File: src/hw/rtl/sitda_pkg.sv
// package: constants, types and the double-dabble step of the integer-to-text block
`timescale 1ns / 1ps

package sitda_pkg;

  localparam int unsigned ValueW     = 32;
  localparam int unsigned CharW      = 8;
  localparam int unsigned DigitW     = 4;
  localparam int unsigned NumDigits  = 10;
  localparam int unsigned BcdW       = NumDigits * DigitW;
  localparam int unsigned IdxW       = 4;
  localparam int unsigned BitsPerStep = 4;
  localparam int unsigned NumSteps   = ValueW / BitsPerStep;
  localparam int unsigned StepW      = $clog2(NumSteps);

  localparam logic [CharW-1:0] CharMinus = 8'd45;
  localparam logic [CharW-1:0] CharZero  = 8'd48;

  // controller to datapath
  typedef struct packed {
    logic load;     // capture sign and magnitude, clear digits
    logic step;     // fold BitsPerStep magnitude bits into the digits
    logic lead;     // locate the leading digit, arm the sign
    logic advance;  // current character taken
  } dp_cmd_t;

  // datapath to controller
  typedef struct packed {
    logic last;     // current character ends the text
  } dp_sts_t;

  // one double-dabble bit: add 3 to every digit of 5 or more, then shift in
  function automatic logic [BcdW-1:0] dd_shift(input logic [BcdW-1:0] b,
                                               input logic            bit_in);
    logic [BcdW-1:0] a;
    a = b;
    for (int d = 0; d < NumDigits; d++) begin
      if (a[d*DigitW +: DigitW] >= 4'd5) begin
        a[d*DigitW +: DigitW] = a[d*DigitW +: DigitW] + 4'd3;
      end
    end
    return {a[BcdW-2:0], bit_in};
  endfunction

endpackage

File: src/hw/rtl/sitda_if.sv
// valid/ready channel interfaces for the value input and the character output
`timescale 1ns / 1ps

interface sitda_value_if;
  logic               valid;
  logic               ready;
  logic signed [31:0] value;

  modport source (output valid, output value, input ready);
  modport sink   (input valid, input value, output ready);
endinterface

interface sitda_char_if;
  logic       valid;
  logic       ready;
  logic [7:0] text_char;
  logic       final_char;

  modport source (output valid, output text_char, output final_char, input ready);
  modport sink   (input valid, input text_char, input final_char, output ready);
endinterface

File: src/hw/rtl/sitda_datapath.sv
// datapath: magnitude, bcd digit register, leading digit index and character select
`timescale 1ns / 1ps

module sitda_datapath (
  input  logic                       clk_i,
  input  logic                       rst_ni,
  input  sitda_pkg::dp_cmd_t         cmd_i,
  input  logic [31:0]                value_i,
  output sitda_pkg::dp_sts_t         sts_o,
  output logic [7:0]                 text_char_o,
  output logic                       final_char_o
);

  logic [sitda_pkg::ValueW-1:0] bin_q, bin_d;
  logic [sitda_pkg::BcdW-1:0]   bcd_q, bcd_d;
  logic                         neg_q, neg_d;
  logic                         sign_q, sign_d;
  logic [sitda_pkg::IdxW-1:0]   idx_q, idx_d;
  logic [sitda_pkg::ValueW-1:0] mag;
  logic [sitda_pkg::BcdW-1:0]   bcd_step;
  logic [sitda_pkg::IdxW-1:0]   lead_idx;
  logic [sitda_pkg::DigitW-1:0] digits [sitda_pkg::NumDigits];
  logic [sitda_pkg::DigitW-1:0] cur_digit;

  // two's complement magnitude, the most negative value wraps to 2^31 unsigned
  assign mag = value_i[sitda_pkg::ValueW-1] ? (~value_i + 32'd1) : value_i;

  always_comb begin
    bcd_step = bcd_q;
    for (int k = 0; k < sitda_pkg::BitsPerStep; k++) begin
      bcd_step = sitda_pkg::dd_shift(bcd_step, bin_q[sitda_pkg::ValueW-1-k]);
    end
  end

  always_comb begin
    for (int d = 0; d < sitda_pkg::NumDigits; d++) begin
      digits[d] = bcd_q[d*sitda_pkg::DigitW +: sitda_pkg::DigitW];
    end
  end

  // highest nonzero digit, zero itself keeps index 0
  always_comb begin
    lead_idx = '0;
    for (int d = 0; d < sitda_pkg::NumDigits; d++) begin
      if (digits[d] != '0) begin
        lead_idx = sitda_pkg::IdxW'(d);
      end
    end
  end

  always_comb begin
    bin_d  = bin_q;
    bcd_d  = bcd_q;
    neg_d  = neg_q;
    sign_d = sign_q;
    idx_d  = idx_q;
    if (cmd_i.load) begin
      bin_d = mag;
      bcd_d = '0;
      neg_d = value_i[sitda_pkg::ValueW-1];
    end else if (cmd_i.step) begin
      bin_d = {bin_q[sitda_pkg::ValueW-1-sitda_pkg::BitsPerStep:0],
               {sitda_pkg::BitsPerStep{1'b0}}};
      bcd_d = bcd_step;
    end else if (cmd_i.lead) begin
      idx_d  = lead_idx;
      sign_d = neg_q;
    end else if (cmd_i.advance) begin
      if (sign_q) begin
        sign_d = 1'b0;
      end else if (idx_q != '0) begin
        idx_d = idx_q - 4'd1;
      end
    end
  end

  always_ff @(posedge clk_i or negedge rst_ni) begin
    if (!rst_ni) begin
      sign_q <= 1'b0;
      idx_q  <= '0;
    end else begin
      sign_q <= sign_d;
      idx_q  <= idx_d;
    end
  end

  always_ff @(posedge clk_i) begin
    bin_q <= bin_d;
    bcd_q <= bcd_d;
    neg_q <= neg_d;
  end

  assign cur_digit    = digits[idx_q];
  assign text_char_o  = sign_q ? sitda_pkg::CharMinus
                               : sitda_pkg::CharZero + {4'b0000, cur_digit};
  assign final_char_o = !sign_q && (idx_q == '0);
  assign sts_o.last   = final_char_o;

endmodule

File: src/hw/rtl/sitda_ctrl.sv
// controller: state machine sequencing load, conversion passes and character beats
`timescale 1ns / 1ps

module sitda_ctrl (
  input  logic                clk_i,
  input  logic                rst_ni,
  input  logic                in_valid_i,
  output logic                in_ready_o,
  output logic                out_valid_o,
  input  logic                out_ready_i,
  input  sitda_pkg::dp_sts_t  sts_i,
  output sitda_pkg::dp_cmd_t  cmd_o
);

  localparam logic [1:0] StIdle = 2'd0;
  localparam logic [1:0] StConv = 2'd1;
  localparam logic [1:0] StLead = 2'd2;
  localparam logic [1:0] StEmit = 2'd3;

  logic [1:0]                  state_q, state_d;
  logic [sitda_pkg::StepW-1:0] step_q, step_d;

  assign in_ready_o  = (state_q == StIdle);
  assign out_valid_o = (state_q == StEmit);

  assign cmd_o.load    = in_valid_i && in_ready_o;
  assign cmd_o.step    = (state_q == StConv);
  assign cmd_o.lead    = (state_q == StLead);
  assign cmd_o.advance = out_valid_o && out_ready_i;

  always_comb begin
    state_d = state_q;
    step_d  = step_q;
    case (state_q)
      StIdle: begin
        step_d = '0;
        if (cmd_o.load) begin
          state_d = StConv;
        end
      end
      StConv: begin
        step_d = step_q + 1'b1;
        if (step_q == sitda_pkg::StepW'(sitda_pkg::NumSteps - 1)) begin
          state_d = StLead;
        end
      end
      StLead: begin
        state_d = StEmit;
      end
      StEmit: begin
        if (cmd_o.advance && sts_i.last) begin
          state_d = StIdle;
        end
      end
      default: begin
        state_d = StIdle;
      end
    endcase
  end

  always_ff @(posedge clk_i or negedge rst_ni) begin
    if (!rst_ni) begin
      state_q <= StIdle;
      step_q  <= '0;
    end else begin
      state_q <= state_d;
      step_q  <= step_d;
    end
  end

endmodule

File: src/hw/rtl/signed_int_to_decimal_ascii.sv
// top level: signed 32-bit integer to decimal ascii character stream
//
// in_i carries one signed 32-bit value per beat; out_o returns its decimal
// text one character per beat, most significant first, with a leading '-'
// for negative values and final_char set on the last character. zero gives
// a single '0', the most negative value gives "-2147483648".
// one value is in flight at a time: in_i.ready is high only while idle.
// after an input beat the magnitude goes through 8 double-dabble passes of
// 4 bits each, then the lead state finds the leading digit and arms the sign,
// after which out_o offers the first character.
// an item has 1 to 11 characters; with the sink always ready out_o gives
// one character per cycle, and while out_o.ready is low it waits.
// out_o.valid holds with a steady payload while out_o.ready is low; the
// block simply waits and takes no new value until the last beat is taken.
// reset (rst_ni low, asynchronous) returns the controller to idle and drops
// any value in flight; no state carries between values.
`timescale 1ns / 1ps

module signed_int_to_decimal_ascii (
  input  logic          clk_i,
  input  logic          rst_ni,
  sitda_value_if.sink   in_i,
  sitda_char_if.source  out_o
);

  sitda_pkg::dp_cmd_t cmd;
  sitda_pkg::dp_sts_t sts;

  // sequencing of load, passes, leading digit scan and character beats
  sitda_ctrl u_ctrl (
    .clk_i       (clk_i),
    .rst_ni      (rst_ni),
    .in_valid_i  (in_i.valid),
    .in_ready_o  (in_i.ready),
    .out_valid_o (out_o.valid),
    .out_ready_i (out_o.ready),
    .sts_i       (sts),
    .cmd_o       (cmd)
  );

  // magnitude, bcd digits and the character mux
  sitda_datapath u_datapath (
    .clk_i        (clk_i),
    .rst_ni       (rst_ni),
    .cmd_i        (cmd),
    .value_i      (in_i.value),
    .sts_o        (sts),
    .text_char_o  (out_o.text_char),
    .final_char_o (out_o.final_char)
  );

endmodule

File: src/flat_wrapper.sv
// flat-port wrapper written by rule: the top's interface ports become plain ports
module signed_int_to_decimal_ascii_flat 
  (clk_i, rst_ni, in_i_valid, in_i_value, in_i_ready, out_o_valid, out_o_text_char, out_o_final_char, out_o_ready);
  sitda_value_if in_i_i ();
  sitda_char_if out_o_i ();
  input  logic clk_i;
  input  logic rst_ni;
  input wire logic [$bits(in_i_i.valid)-1:0] in_i_valid;
  input wire logic [$bits(in_i_i.value)-1:0] in_i_value;
  output wire logic [$bits(in_i_i.ready)-1:0] in_i_ready;
  output wire logic [$bits(out_o_i.valid)-1:0] out_o_valid;
  output wire logic [$bits(out_o_i.text_char)-1:0] out_o_text_char;
  output wire logic [$bits(out_o_i.final_char)-1:0] out_o_final_char;
  input wire logic [$bits(out_o_i.ready)-1:0] out_o_ready;
  assign in_i_i.valid = in_i_valid;
  assign in_i_i.value = in_i_value;
  assign in_i_ready = in_i_i.ready;
  assign out_o_valid = out_o_i.valid;
  assign out_o_text_char = out_o_i.text_char;
  assign out_o_final_char = out_o_i.final_char;
  assign out_o_i.ready = out_o_ready;
  signed_int_to_decimal_ascii u_core (.clk_i(clk_i), .rst_ni(rst_ni), .in_i(in_i_i), .out_o(out_o_i));
endmodule
File: config.mk
export PLATFORM = sky130hd
export DESIGN_NAME = signed_int_to_decimal_ascii_flat
export DESIGN_NICKNAME = d
export VERILOG_FILES = /design/src/hw/rtl/sitda_pkg.sv /design/src/hw/rtl/sitda_if.sv /design/src/hw/rtl/sitda_datapath.sv /design/src/hw/rtl/sitda_ctrl.sv /design/src/hw/rtl/signed_int_to_decimal_ascii.sv /design/src/flat_wrapper.sv
export SDC_FILE = /design/constraint.sdc
export NUM_CORES = 1
export LEC_CHECK = 0
export BUFFER_PORTS_ARGS = -buffer_cell sky130_fd_sc_hd__buf_2
export CORE_MARGIN = 2
export CORE_UTILIZATION = 40
export CTS_BUF_LIST = sky130_fd_sc_hd__clkbuf_4
export CTS_CLUSTER_SIZE = 10
export DETAILED_ROUTE_END_ITERATION = 6
export PLACE_DENSITY_LB_ADDON = 0.1
export SLEW_MARGIN = 20
export SYNTH_ARGS = -nofsm -noshare
export SYNTH_HDL_FRONTEND = slang
export SYNTH_SLANG_ARGS = --single-unit
File: constraint.sdc
create_clock -name clk_i -period 4.6 [get_ports clk_i]
set_clock_uncertainty 0.15 [all_clocks]
set_input_delay 1.15 -clock clk_i [delete_from_list [all_inputs] [get_ports clk_i]]
set_output_delay 1.15 -clock clk_i [all_outputs]
set_load 0.02 [all_outputs]
## Word level (Yosys, flattened, before mapping)

Index checks and enable logic that the tools add are counted.

| storage, ports and cells | value |
|---|---|
| flip-flop bits (word level) | 83 |
| bits of input ports | 36 |

| cells by class | value |
|---|---|
| eq/ne operators | 8 |
| multiplexer cells | 67 |
| $add $sub $neg | 44 |
| reduce and logical (&&, ||, !) cells | 24 |
| bitwise gates (word level) | 4 |
| magnitude comparators | 41 |

Operators with widths:

| cell | number |
|---|---|
| two-way mux 4 bit | 50 |
| greater-or-equal comparator 4 x 3 -> 1 bit (second input constant) | 40 |
| adder 4 x 2 -> 4 bit (second input constant) | 36 |
| two-way mux 32 bit | 3 |
| nonzero test 4 bit | 10 |
| adder 32 x 1 -> 32 bit (second input constant) | 1 |
| NOT 32 bit | 1 |
| binary-select mux 4 bit (select 4 bit) | 1 |
| adder 3 x 2 -> 3 bit (second input constant) | 4 |
| two-way mux 3 bit | 4 |
| one-hot mux 2 bit (4 select lines) | 1 |
| nonzero test 2 bit | 4 |
| adder 6 x 4 -> 7 bit (first input constant) | 1 |
| two-way mux 7 bit | 1 |
| two-way mux 2 bit | 3 |
| != test 2 x 1 -> 1 bit (second input constant) | 3 |
| one-hot mux 3 bit (2 select lines) | 1 |
| AND reduction 3 bit | 2 |
| greater-or-equal comparator 5 bit (second input constant) | 1 |
| NOT 4 -> 5 bit | 1 |
| AND reduction 5 bit | 1 |
| == test 2 bit (second input constant) | 2 |
| logical AND 1 bit | 4 |
| logical NOT 4 bit | 1 |
| 9 further kinds | 12 |

## Logic depth before layout (Yosys ltp)

Gate-level depths: netlist (run 1).

| depth | value |
|---|---|
| depth in word-level cells | 11 |
| mapped depth | 20 |

## Hierarchy

From an unflattened synthesis (run 1), not the netlist that was laid out.

| second synthesis, totals | value |
|---|---|
| cell total of the unflattened synthesis | 1245 |
| area, all modules | 9351.5 um2 |

By module, submodules not included:

| module | cells each | instances | sequential area each (um2) | area each (um2) |
|---|---|---|---|---|
| sitda_datapath | 1218 | 1 | 1916.8 | 9044.9 |
| sitda_ctrl | 27 | 1 | 125.1 | 306.5 |

## Least setup slack after synthesis (run 1)

No wires, ideal clock.

| timing path | value |
|---|---|
| kind | register -> register |
| start | register u_core.u_datapath.bcd_q[32] (netlist name) |
| end | register u_core.u_datapath.bcd_q[38] (netlist name) |
| period minus slack after synthesis | 3833 ps |
| arrival time | 3596 ps |
| required time | 4363 ps |
| stages on the path, launching flop included | 15 |
| setup slack | 767 ps |
| buffers on the path | 0 |
| cell sequence | dfxtp_1 -> inv_1 -> ha_1 -> nand2b_1 -> a21oi_1 -> mux2i_1 -> o21ai_0 -> xnor2_1 -> inv_1 -> ha_1 -> or3_1 -> a311oi_1 -> o311ai_1 -> nor2b_1 -> o31ai_1 |

| on the way | value |
|---|---|
| longest elaborated chain between the ends | 8 |

RTL lines:

| item | line | RTL |
|---|---|---|
| start, declared | sitda_datapath.sv:15 | `logic [sitda_pkg::BcdW-1:0] bcd_q, bcd_d;` |
| start signal, assigned | sitda_datapath.sv:89 | `bcd_q <= bcd_d;` |
| adder 4 x 2 -> 4 bit / greater-or-equal comparator 4 x 3 -> 1 bit (equally long branches) | sitda_pkg.sv:39, sitda_pkg.sv:38 |  |
| two-way mux 4 bit * | sitda_pkg.sv:38 | `if (a[d*DigitW +: DigitW] >= 4'd5) begin` |
| adder 4 x 2 -> 4 bit, or another cell as far along | sitda_pkg.sv:39 | `a[d*DigitW +: DigitW] = a[d*DigitW +: DigitW] + 4'd3;` |
| two-way mux 4 bit / two-way mux 3 bit (equally long branches) | sitda_pkg.sv:38 |  |
| adder 4 x 2 -> 4 bit, or another cell as far along | sitda_pkg.sv:39 |  |
| two-way mux 4 bit / two-way mux 3 bit (equally long branches) | sitda_pkg.sv:38 |  |
| greater-or-equal comparator 4 x 3 -> 1 bit / adder 3 x 2 -> 3 bit (equally long branches) | sitda_pkg.sv:38, sitda_pkg.sv:39 |  |
| two-way mux 3 bit * | sitda_pkg.sv:38 |  |

Every way passes the cells marked *; elsewhere a longest branch is shown, timed or not.
A chain may end at the register's enable or synchronous reset.

## Worst setup path in the final report (run 1)

| timing path | value |
|---|---|
| start | register u_core.u_datapath.bcd_q[4] (netlist name) |
| end | register u_core.u_datapath.bcd_q[10] (netlist name) |

| on the way | value |
|---|---|
| longest elaborated chain between the ends | 8 |

RTL lines:

| item | line |
|---|---|
| adder 4 x 2 -> 4 bit / greater-or-equal comparator 4 x 3 -> 1 bit (equally long branches) | sitda_pkg.sv:39, sitda_pkg.sv:38 |
| two-way mux 4 bit * | sitda_pkg.sv:38 |
| adder 4 x 2 -> 4 bit / greater-or-equal comparator 4 x 3 -> 1 bit (equally long branches) | sitda_pkg.sv:39, sitda_pkg.sv:38 |
| two-way mux 4 bit | sitda_pkg.sv:38 |
| adder 4 x 2 -> 4 bit / greater-or-equal comparator 4 x 3 -> 1 bit (equally long branches) | sitda_pkg.sv:39, sitda_pkg.sv:38 |
| two-way mux 4 bit | sitda_pkg.sv:38 |
| adder 4 x 2 -> 4 bit / greater-or-equal comparator 4 x 3 -> 1 bit (equally long branches) | sitda_pkg.sv:39, sitda_pkg.sv:38 |
| two-way mux 4 bit * | sitda_pkg.sv:38 |

Marks and branches as above.

==> metrics.yaml, run 1 <==
status:
  status: "finished clean"
floorplan:
  die_x_um: 155
  initial_utilization: 0.405
  fp.coreArea_um2: 22500
  rows: 55
  dieArea_um2: 24000
  die_y_um: 155
  io_pins: 47
finish:
  final_util: 0.435
  drive_gt1_frac: 0.123
  syn2layout_area_growth_pct: 7.32
  nets: 1263
worst_setup_path:
  critical_path.cell_chain: "inv_1 > ha_1 > nand2b_1 > a21oi_1 > mux2_2 > a21oi_1 > xnor2_1 > ha_1 > inv_1 > maj3_1 > o221ai_1 > mux2i_1 > o21ai_1 > nor3b_1 > a2111o_1"
  rr_endpoint: "u_core.u_datapath.bcd_q[10]"
  worstPathRequired_ns: 4.80
  critPathMaxFanout: 13
  max_stage_delay_ns: 0.50
  critical_path_class: "register to register"
  cp-end-kind: "register"
  r2r_setup_slack_ns: 0.36
  cp-start-kind: "register"
  r2r_start: "u_core.u_datapath.bcd_q[4]"
  critPathSlowestCell: "mux2_2"
  cp.arrival_ns: 4.44
  r2r.worst_path.cells: 15
routing:
  drtAntennaViolNets: 0
  avgViaCountPerCell: 5.91
  drc_errors: 0
  wl_um: 24300
  num_vias: 8735
  post_drt_wl_per_cell_um: 16.4
  dr.pass1.iters: 5
  drt_iter0_drc: 518
yosys:
  synth_xor_area_frac: 0.0543
  synth_most_common_cell: "nand2_1"
  synth-compound-area-share: 0.293
  synth_top_cell_by_area: "edfxtp_1"
  synth_area_leaders: "edfxtp_1 (11%), dfxtp_1 (8.8%), o21ai_0 (5.9%)"
  synth_cell_types: 96
  synth_top_family_by_area: "compound AO/OA/AOI/OAI gates"
  muxShareOfSynthArea: 0.0897
  netlist_area_um2: 9120
  avgSynthCellArea_um2: 7.80
  yosys.area_share.simple: 0.222
  synthTopCellsByCount: "nand2_1 (135), o21ai_0 (107), nor2_1 (80)"
  synthAdderAreaFrac: 0.0639
  synth_warnings: 0
  synth-main-ff-cell: "dfxtp_1"
  synth-edff-count: 33
  async_flop_share: 0.120
  synth_seq_area_share: 0.224
  ys_seq_elements: 83
  syn_inst: 1170
  synth_top_area_share: 0.109
clock_tree:
  cts_hold_buf: 0
  cts.repair.resized: 0
  post_cts_buffers: 0
  root_buffer: "clkbuf_4"
  clk_pin_slew_ns: 0.13
  cts.path.max_buffers: 2
  tritoncts: "built"
  clk-insertion-delay-late_ns: 0.47
  cts_num_sinks: 83
  cts_buffers: 9
  cts_max_level: 3
hold_path:
  min_path_type: "register to register"
  min_from: "u_core.u_ctrl.step_q[0]"
  min_to: "u_core.u_ctrl.step_q[0]"
  min_path_cells: 1
global_route:
  grt_pass1_wl_um: 40900
  grt_pass1_vias: 8045
  overflow: 0
  grt_max_degree: 64
  track_usage: 0.205
  antenna_found_initial: 1
placement:
  gp_congestion: 0.858
  numPortBuffers: 43
  dp_hpwl_um: 17900
timing:
  hold_viol: 0
  drv_slew: 0
  period_needed_ns: 4.24
  rsz0062_at_grt: "no"
  finalSetupViolCount: 0
  tns_ns: 0
  fmax_mhz: 236
  slew_headroom: 0.411
  min_period_over_period: 0.922
  tightest_slew_ns: 0.883
job:
  max-cap-violations: 0
## cells by family after synthesis
logic type               Yosys count
buffers and inverters            119
XOR/XNOR                          54
flip-flops                        83
multiplexers                      67
other                              2
AND/OR/NAND/NOR                  406
AO/OA/AOI/OAI                    391
adder cells (fa/ha/maj)           48
## cells in the final DEF, fill, tap and decap left out, types with 8 or more instances in the layout
| cell type | n |
|---|---|
| a211oi_1 | 12 |
| inv_1 | 49 |
| edfxtp_1 | 33 |
| xnor2_1 | 20 |
| mux4_2 | 8 |
| buf_4 | 27 |
| a21o_1 | 13 |
| nor3b_1 | 13 |
| and2_1 | 8 |
| o31ai_1 | 14 |
| a21oi_1 | 63 |
| a31oi_1 | 17 |
| buf_2 | 43 |
| dfrtp_1 | 10 |
| nor4_1 | 8 |
| clkbuf_4 | 10 |
| nand2b_1 | 15 |
| nand2_1 | 134 |
| ha_1 | 41 |
| nor2_1 | 80 |
| dfxtp_1 | 40 |
| nor3_1 | 37 |
| or3_1 | 11 |
| o21ai_1 | 10 |
| nand4_1 | 11 |
| o22ai_1 | 12 |
| nor2b_1 | 11 |
| o21ai_0 | 107 |
| o21a_1 | 8 |
| nand3_1 | 34 |
| xor2_1 | 30 |
| o211ai_1 | 15 |
| a221oi_1 | 12 |
| mux2i_1 | 39 |
| mux2_2 | 16 |
| or4_1 | 9 |
## critical path: cells and delay by family (launching register included)
| family | cells | cell delay (ns) |
|---|---|---|
| multiplexers | 2 | 0.68 |
| flip-flops | 1 | 0.40 |
| AO/OA/AOI/OAI | 5 | 1.37 |
| XOR/XNOR | 1 | 0.29 |
| AND/OR/NAND/NOR | 2 | 0.17 |
| adder cells (fa/ha/maj) | 3 | 0.86 |
| buffers and inverters | 2 | 0.21 |
## per-stage QoR
step	area, um2	std cells	setup slack [ns]	hold WS (ns)
4_1_cts	9780	1476	0.347	0.347
2_1_floorplan	9130	1171	0.767	0.303
3_5_place_dp	9630	1460	0.307	0.331
3_3_place_gp	9630	1460	0.448	0.308
5_1_grt	9790	1477	0.00359	0.352
6_report	9790	1477	0.358	0.352
## metal layers
metal,global-route usage,share of wire,up-vias
met5,0,0,-
met4,0.0472,0.016,0
met3,0.0270,0.031,25
met2,0.332,0.46,145
met1,0.289,0.50,4118
li1,-,-,4447
## layout make-up
class                   instances  area, um2
repair buffers                 70        418
diodes                          1       2.50
clock buffers                  10       75.1
multi-input cells             969       6620
inverters                      53        199
well taps                     285        357
clock inverters                 6       80.1
flip-flops and latches         83       2040
fillers                      2333      12700
## worst max-delay path by stage
stage	depth (start not counted)	start	to
2_1_floorplan	14	u_core.u_datapath.bcd_q[32]	u_core.u_datapath.bcd_q[38]
3_3_place_gp	9	in_i_value[12]	u_core.u_datapath.bin_q[29]
3_5_place_dp	9	in_i_value[12]	u_core.u_datapath.bin_q[29]
4_1_cts	15	u_core.u_datapath.bcd_q[4]	u_core.u_datapath.bcd_q[10]
5_1_grt	15	u_core.u_datapath.bcd_q[4]	u_core.u_datapath.bcd_q[10]
6_report	15	u_core.u_datapath.bcd_q[4]	u_core.u_datapath.bcd_q[10]
## flip-flops by register name, indices dropped and copies added, names as in the netlist
register and cells:
u_core.u_datapath.idx_q 4, u_core.u_ctrl.step_q 3, u_core.u_datapath.neg_q 1, u_core.u_datapath.bin_q 32, u_core.u_datapath.sign_q 1, u_core.u_ctrl.state_q 2
u_core.u_datapath.bcd_q 40
Power of run 1 is left out: the tool's default activity adds up to more than one toggle a clock period on the data nets, which glitch-free logic cannot reach.
==> inputs of run 2 (changes only) <==
--- a/constraint.sdc
+++ b/constraint.sdc
@@ -4,2 +4,2 @@
 set_output_delay 1.15 -clock clk_i [all_outputs]
-set_load 0.02 [all_outputs]
+set_load 0.1 [all_outputs]
==> run 2 against run 1 <==
  * Core utilization fell by 0.29 points
  * Global-route usage fell by 0.10 points
  * Wire length fell by 0.92%
  * Cell area fell by 0.68%
  * Sequential share of layout area rose by 0.14 points
  * Critical path depth did not move
  * Register-to-register slack improved by 0.02 ns
  * Worst setup slack improved by 0.022 ns
  * Critical endpoint unchanged
  * Highest routed layer unchanged
==> metrics.yaml, run 2 (synthesis gave the netlist of run 1 again) <==
placement:
  dp_hpwl_um: 17900  # about the same
  numPortBuffers: 43  # unchanged
  gp_congestion: 0.844  # was 0.858
timing:
  fmax_mhz: 237  # was 236 MHz
  hold_viol: 0  # unchanged
  drv_slew: 0  # unchanged
  finalSetupViolCount: 0  # unchanged
  rsz0062_at_grt: "no"  # unchanged
  period_needed_ns: 4.22  # was 4.24 ns
  min_period_over_period: 0.917  # was 0.922
  tns_ns: 0  # unchanged
  tightest_slew_ns: 0.860  # was 0.883 ns
  slew_headroom: 0.427  # was 0.411
routing:
  drc_errors: 0  # unchanged
  drtAntennaViolNets: 0  # unchanged
  avgViaCountPerCell: 5.90  # was 5.91
  num_vias: 8690  # was 8735
  drt_iter0_drc: 609  # was 518
  wl_um: 24100  # was 24300 um
  dr.pass1.iters: 5  # unchanged
  post_drt_wl_per_cell_um: 16.3  # was 16.4 um
clock_tree:
  cts_num_sinks: 83  # unchanged
  clk_pin_slew_ns: 0.14  # was 0.13 ns
  root_buffer: "clkbuf_4"  # unchanged
  post_cts_buffers: 0  # unchanged
  tritoncts: "built"  # unchanged
  cts_buffers: 9  # unchanged
  cts_max_level: 3  # unchanged
  cts.repair.resized: 0  # unchanged
  clk-insertion-delay-late_ns: 0.48  # was 0.47 ns
  cts.path.max_buffers: 2  # unchanged
  cts_hold_buf: 0  # unchanged
global_route:
  grt_use_met1: 0.287  # was 0.289
  grt_pass1_wl_um: 40600  # was 40900 um
  grt_max_degree: 64  # unchanged
  track_usage: 0.204  # was 0.205
  antenna_found_initial: 1  # unchanged
  met3_usage: 0.0318  # was 0.0270
  grt-busiest-layer: "met2"  # unchanged
  overflow: 0  # unchanged
  grt_use_met2: 0.330  # was 0.332
  grt_pass1_vias: 8085  # was 8045
floorplan:
  initial_utilization: 0.405  # unchanged
  dieArea_um2: 24000  # unchanged
  die_x_um: 155  # unchanged
  rows: 55  # unchanged
  die_y_um: 155  # unchanged
  fp.coreArea_um2: 22500  # unchanged
  io_pins: 47  # unchanged
finish:
  layout_commonest_cell: "nand2_1"  # unchanged
  drive_gt1_frac: 0.123  # about the same
  syn2layout_area_growth_pct: 6.60  # was 7.32%
  largest_reg_flops: 40  # unchanged
  max_flop_register: "u_core.u_datapath.bcd_q"  # unchanged
  nets: 1260  # was 1263
  n_fill_cell: 2336  # was 2333
  layout_common_cells: "nand2_1 (134), o21ai_0 (105), nor2_1 (80)"  # was nand2_1 (134), o21ai_0 (107), nor2_1 (80)
  top_regs: "u_core.u_datapath.bcd_q x40, u_core.u_datapath.bin_q x32, u_core.u_datapath.idx_q x4"  # unchanged
job:
  max-cap-violations: 0  # unchanged
worst_setup_path:
  cp-start-kind: "register"  # unchanged
  r2r_setup_slack_ns: 0.38  # was 0.36 ns
  cp-end-kind: "register"  # unchanged
  critical_path_class: "register to register"  # unchanged
  r2r_start: "u_core.u_datapath.bcd_q[4]"  # unchanged
  rr_endpoint: "u_core.u_datapath.bcd_q[10]"  # unchanged
  worstPathRequired_ns: 4.80  # about the same
  r2r.worst_path.cells: 15  # unchanged
  critPathMaxFanout: 13  # unchanged
  cp.arrival_ns: 4.42  # was 4.44 ns
hold_path:
  min_to: "u_core.u_datapath.sign_q"  # was u_core.u_ctrl.step_q[0]
  min_path_cells: 2  # was 1
  min_from: "u_core.u_datapath.neg_q"  # was u_core.u_ctrl.step_q[0]
  min_path_type: "register to register"  # unchanged
status:
  status: "finished clean"  # unchanged
run 2: changes by cell type in the layout (fill, tap and decap cells not counted), sizes merged:
cell,delta
bufinv,-2
clkbuf,+1
clkinv,-3
buf,-3
clkinvlp,+3
inv,+1
run 2: cell type report:
cell class / count / area, um2 / area share
inverters: 53 / 199 / 0.0205
well taps: 285 / 357 / 0.0367
flip-flops and latches: 83 / 2040 / 0.210
clock inverters: 5 / 37.5 / 0.00386
diodes: 1 / 2.50 / 0.000257
repair buffers: 67 / 395 / 0.0407
clock buffers: 11 / 82.6 / 0.00849
multi-input cells: 969 / 6610 / 0.680
run 2: critical path: stages, from the launching register on:
cell and delay (ns):
dfxtp_1 0.41, inv_1 0.15, ha_1 0.22, nand2b_1 0.09
a21oi_1 0.37, mux2_2 0.50, a21oi_1 0.18, xnor2_1 0.29
ha_1 0.27, inv_1 0.09, maj3_1 0.36, o221ai_1 0.15
mux2i_1 0.18, o21ai_1 0.24, nor3b_1 0.09, a2111o_1 0.38
run 2: metrics by stage:
stage	std cells	utilization	hold slack, ns	area [um2]	worst slack (ns)
after floorplan	1171	-	0.303	9130	0.177
after detailed placement	1457	0.427	0.311	9600	0.356
after CTS	1473	0.432	0.336	9720	0.399
final	1474	0.432	0.343	9730	0.380
after global routing	1474	0.432	0.315	9730	0.0661
after global placement	1457	0.427	0.309	9600	0.442
run 2: worst max-delay path by stage:
stage                                     from                           to  slack, ns  cells past startpoint
floorplan           u_core.u_datapath.idx_q[0]           out_o_text_char[0]       0.18                      4
global placement                in_i_value[12]  u_core.u_datapath.bin_q[29]       0.44                      9
detailed placement              in_i_value[12]  u_core.u_datapath.bin_q[29]       0.36                      9
CTS                 u_core.u_datapath.bcd_q[5]  u_core.u_datapath.bcd_q[10]       0.40                     15
global route        u_core.u_datapath.bcd_q[9]  u_core.u_datapath.bcd_q[15]       0.07                     15
finish              u_core.u_datapath.bcd_q[4]  u_core.u_datapath.bcd_q[10]       0.38                     15
run 2: metal layers:
metal  wire length, um  up-vias
li1                  -     4431
met1             11900     4069
met2             10900      169
met3               900       21
met4               269        0
met5                 0        -
Power of run 2 is left out for the same reason.
==> inputs of run 3 (changes only) <==
- CTS_BUF_LIST: sky130_fd_sc_hd__clkbuf_4 -> sky130_fd_sc_hd__clkbuf_8
==> run 3 against run 2 <==
  * Worst setup slack improved by 0.032 ns
  * Cell area rose by 0.48%
  * Register-to-register slack improved by 0.03 ns
  * Cell count barely moved
  * Global-route usage barely moved
  * Highest routed layer unchanged
==> metrics.yaml, run 3 (synthesis gave the netlist of run 1 again) <==
clock_tree:
  tritoncts: "built"  # unchanged
  clk_pin_slew_ns: 0.09  # was 0.14 ns
  cts_num_sinks: 83  # unchanged
  cts_hold_buf: 0  # unchanged
  clk-insertion-delay-late_ns: 0.38  # was 0.48 ns
  cts_max_level: 3  # unchanged
  root_buffer: "clkbuf_8"  # was clkbuf_4
  cts.path.max_buffers: 2  # unchanged
  cts_buffers: 9  # unchanged
  cts.repair.resized: 0  # unchanged
  post_cts_buffers: 0  # unchanged
finish:
  design_area_um2: 9770  # was 9730 um2
  largest_reg_flops: 40  # unchanged
  n_antenna_cell: 0  # was 1
  top_regs: "u_core.u_datapath.bcd_q x40, u_core.u_datapath.bin_q x32, u_core.u_datapath.idx_q x4"  # unchanged
  n_fill_cell: 2330  # was 2336
  max_flop_register: "u_core.u_datapath.bcd_q"  # unchanged
  layout_commonest_cell: "nand2_1"  # unchanged
  layout_common_cells: "nand2_1 (134), o21ai_0 (105), nor2_1 (80)"  # unchanged
  multi_input_area_um2: 6610  # unchanged
  syn2layout_area_growth_pct: 7.10  # was 6.60%
  drive_gt1_frac: 0.121  # was 0.123
  layout.cells.non_filler: 1473  # was 1474
  seq_area_um2: 2040  # unchanged
  nets: 1260  # unchanged
routing:
  num_vias: 8657  # was 8690
  post_drt_wl_per_cell_um: 16.3  # about the same
  avgViaCountPerCell: 5.88  # was 5.90
  drtAntennaViolNets: 0  # unchanged
  wl_um: 24000  # was 24100 um
  drc_errors: 0  # unchanged
  dr.pass1.iters: 5  # unchanged
  drt_iter0_drc: 565  # was 609
timing:
  tns_ns: 0  # unchanged
  drv_slew: 0  # unchanged
  layout_setup_ws_ns: 0.412  # was 0.380 ns
  min_period_over_period: 0.910  # was 0.917
  hold_viol: 0  # unchanged
  tightest_slew_ns: 0.878  # was 0.860 ns
  rsz0062_at_grt: "no"  # unchanged
  slew_headroom: 0.415  # was 0.427
  finalSetupViolCount: 0  # unchanged
  period_needed_ns: 4.19  # was 4.22 ns
  fmax_mhz: 239  # was 237 MHz
worst_setup_path:
  critPathMaxFanout: 7  # was 13
  critical_path_class: "register to register"  # unchanged
  cp.arrival_ns: 4.31  # was 4.42 ns
  crit_path_start: "u_core.u_datapath.bcd_q[9]"  # was u_core.u_datapath.bcd_q[4]
  worstPathRequired_ns: 4.72  # was 4.80 ns
  cp-end-kind: "register"  # unchanged
  cp-start-kind: "register"  # unchanged
  r2r_start: "u_core.u_datapath.bcd_q[9]"  # was u_core.u_datapath.bcd_q[4]
global_route:
  grt_max_degree: 64  # unchanged
  overflow: 0  # unchanged
  grt_pass1_vias: 8086  # was 8085
  track_usage: 0.203  # was 0.204
  grt_pass1_wl_um: 40600  # about the same
  antenna_found_initial: 0  # was 1
floorplan:
  fp.coreArea_um2: 22500  # unchanged
  initial_utilization: 0.405  # unchanged
  io_pins: 47  # unchanged
  rows: 55  # unchanged
  dieArea_um2: 24000  # unchanged
  die_x_um: 155  # unchanged
  die_y_um: 155  # unchanged
placement:
  placedCellCount: 1457  # unchanged
  pre_cts_slack_ns: 0.356  # unchanged
  placed_area_um2: 9600  # unchanged
  dp_hpwl_um: 17900  # unchanged
  gp_congestion: 0.844  # unchanged
  numPortBuffers: 43  # unchanged
status:
  status: "finished clean"  # unchanged
hold_path:
  min_path_type: "register to register"  # unchanged
  min_from: "u_core.u_datapath.neg_q"  # unchanged
job:
  max-cap-violations: 0  # unchanged
-- run 3: cell count changes in the layout (fill, tap and decap cells not counted) --
cell	delta
clkbuf_8	+9
clkbuf_4	-11
inv_1	+2
diode_2	-1
-- run 3: worst max-delay path, cell delays in order (launching register included) --
cell and delay, ns:
dfxtp_1 0.33, inv_1 0.15, ha_1 0.29, nand2b_1 0.10, a21oi_1 0.23, mux2_2 0.43
or3_1 0.40, nand2_2 0.17, inv_2 0.08, ha_1 0.19, maj3_1 0.36, a221oi_1 0.32
mux2i_1 0.21, a211oi_2 0.29, nor4b_1 0.10, a211o_1 0.27
-- run 3: through the flow --
step | hold WS (ns) | util
6_report | 0.331 | 0.434
5_1_grt | 0.372 | 0.434
4_1_cts | 0.333 | 0.434
3_5_place_dp | 0.311 | 0.427
3_3_place_gp | 0.309 | 0.427
2_1_floorplan | 0.303 | -
-- run 3: area by class of cell --
type                            count  area share
Tap cell                          285      0.0365
Sequential cell                    83       0.209
Clock buffer                        9      0.0127
Inverter                           53      0.0204
Timing Repair Buffer               67      0.0405
Multi-Input combinational cell    969       0.676
Clock inverter                      7     0.00461
-- run 3: per-layer routing --
metal / vias to the layer above / track usage / part of all wire
li1: 4435 / - / -
met1: 4063 / 0.288 / 0.50
met2: 135 / 0.330 / 0.46
met5: - / 0 / 0
met3: 24 / 0.0276 / 0.030
met4: 0 / 0.0463 / 0.013
-- run 3: final timing paths --
check | end | slack (ns) | cells past startpoint
min reg2reg | u_core.u_datapath.sign_q | 0.33 | 2
min | u_core.u_datapath.sign_q | 0.33 | 2
min in group asynchronous | u_core.u_ctrl.step_q[1] | 0.47 | 1
max in group asynchronous | u_core.u_datapath.idx_q[2] | 3.62 | 1
max | u_core.u_datapath.bcd_q[15] | 0.41 | 15
max reg2reg | u_core.u_datapath.bcd_q[15] | 0.41 | 15
Power of run 3 is left out for the same reason.
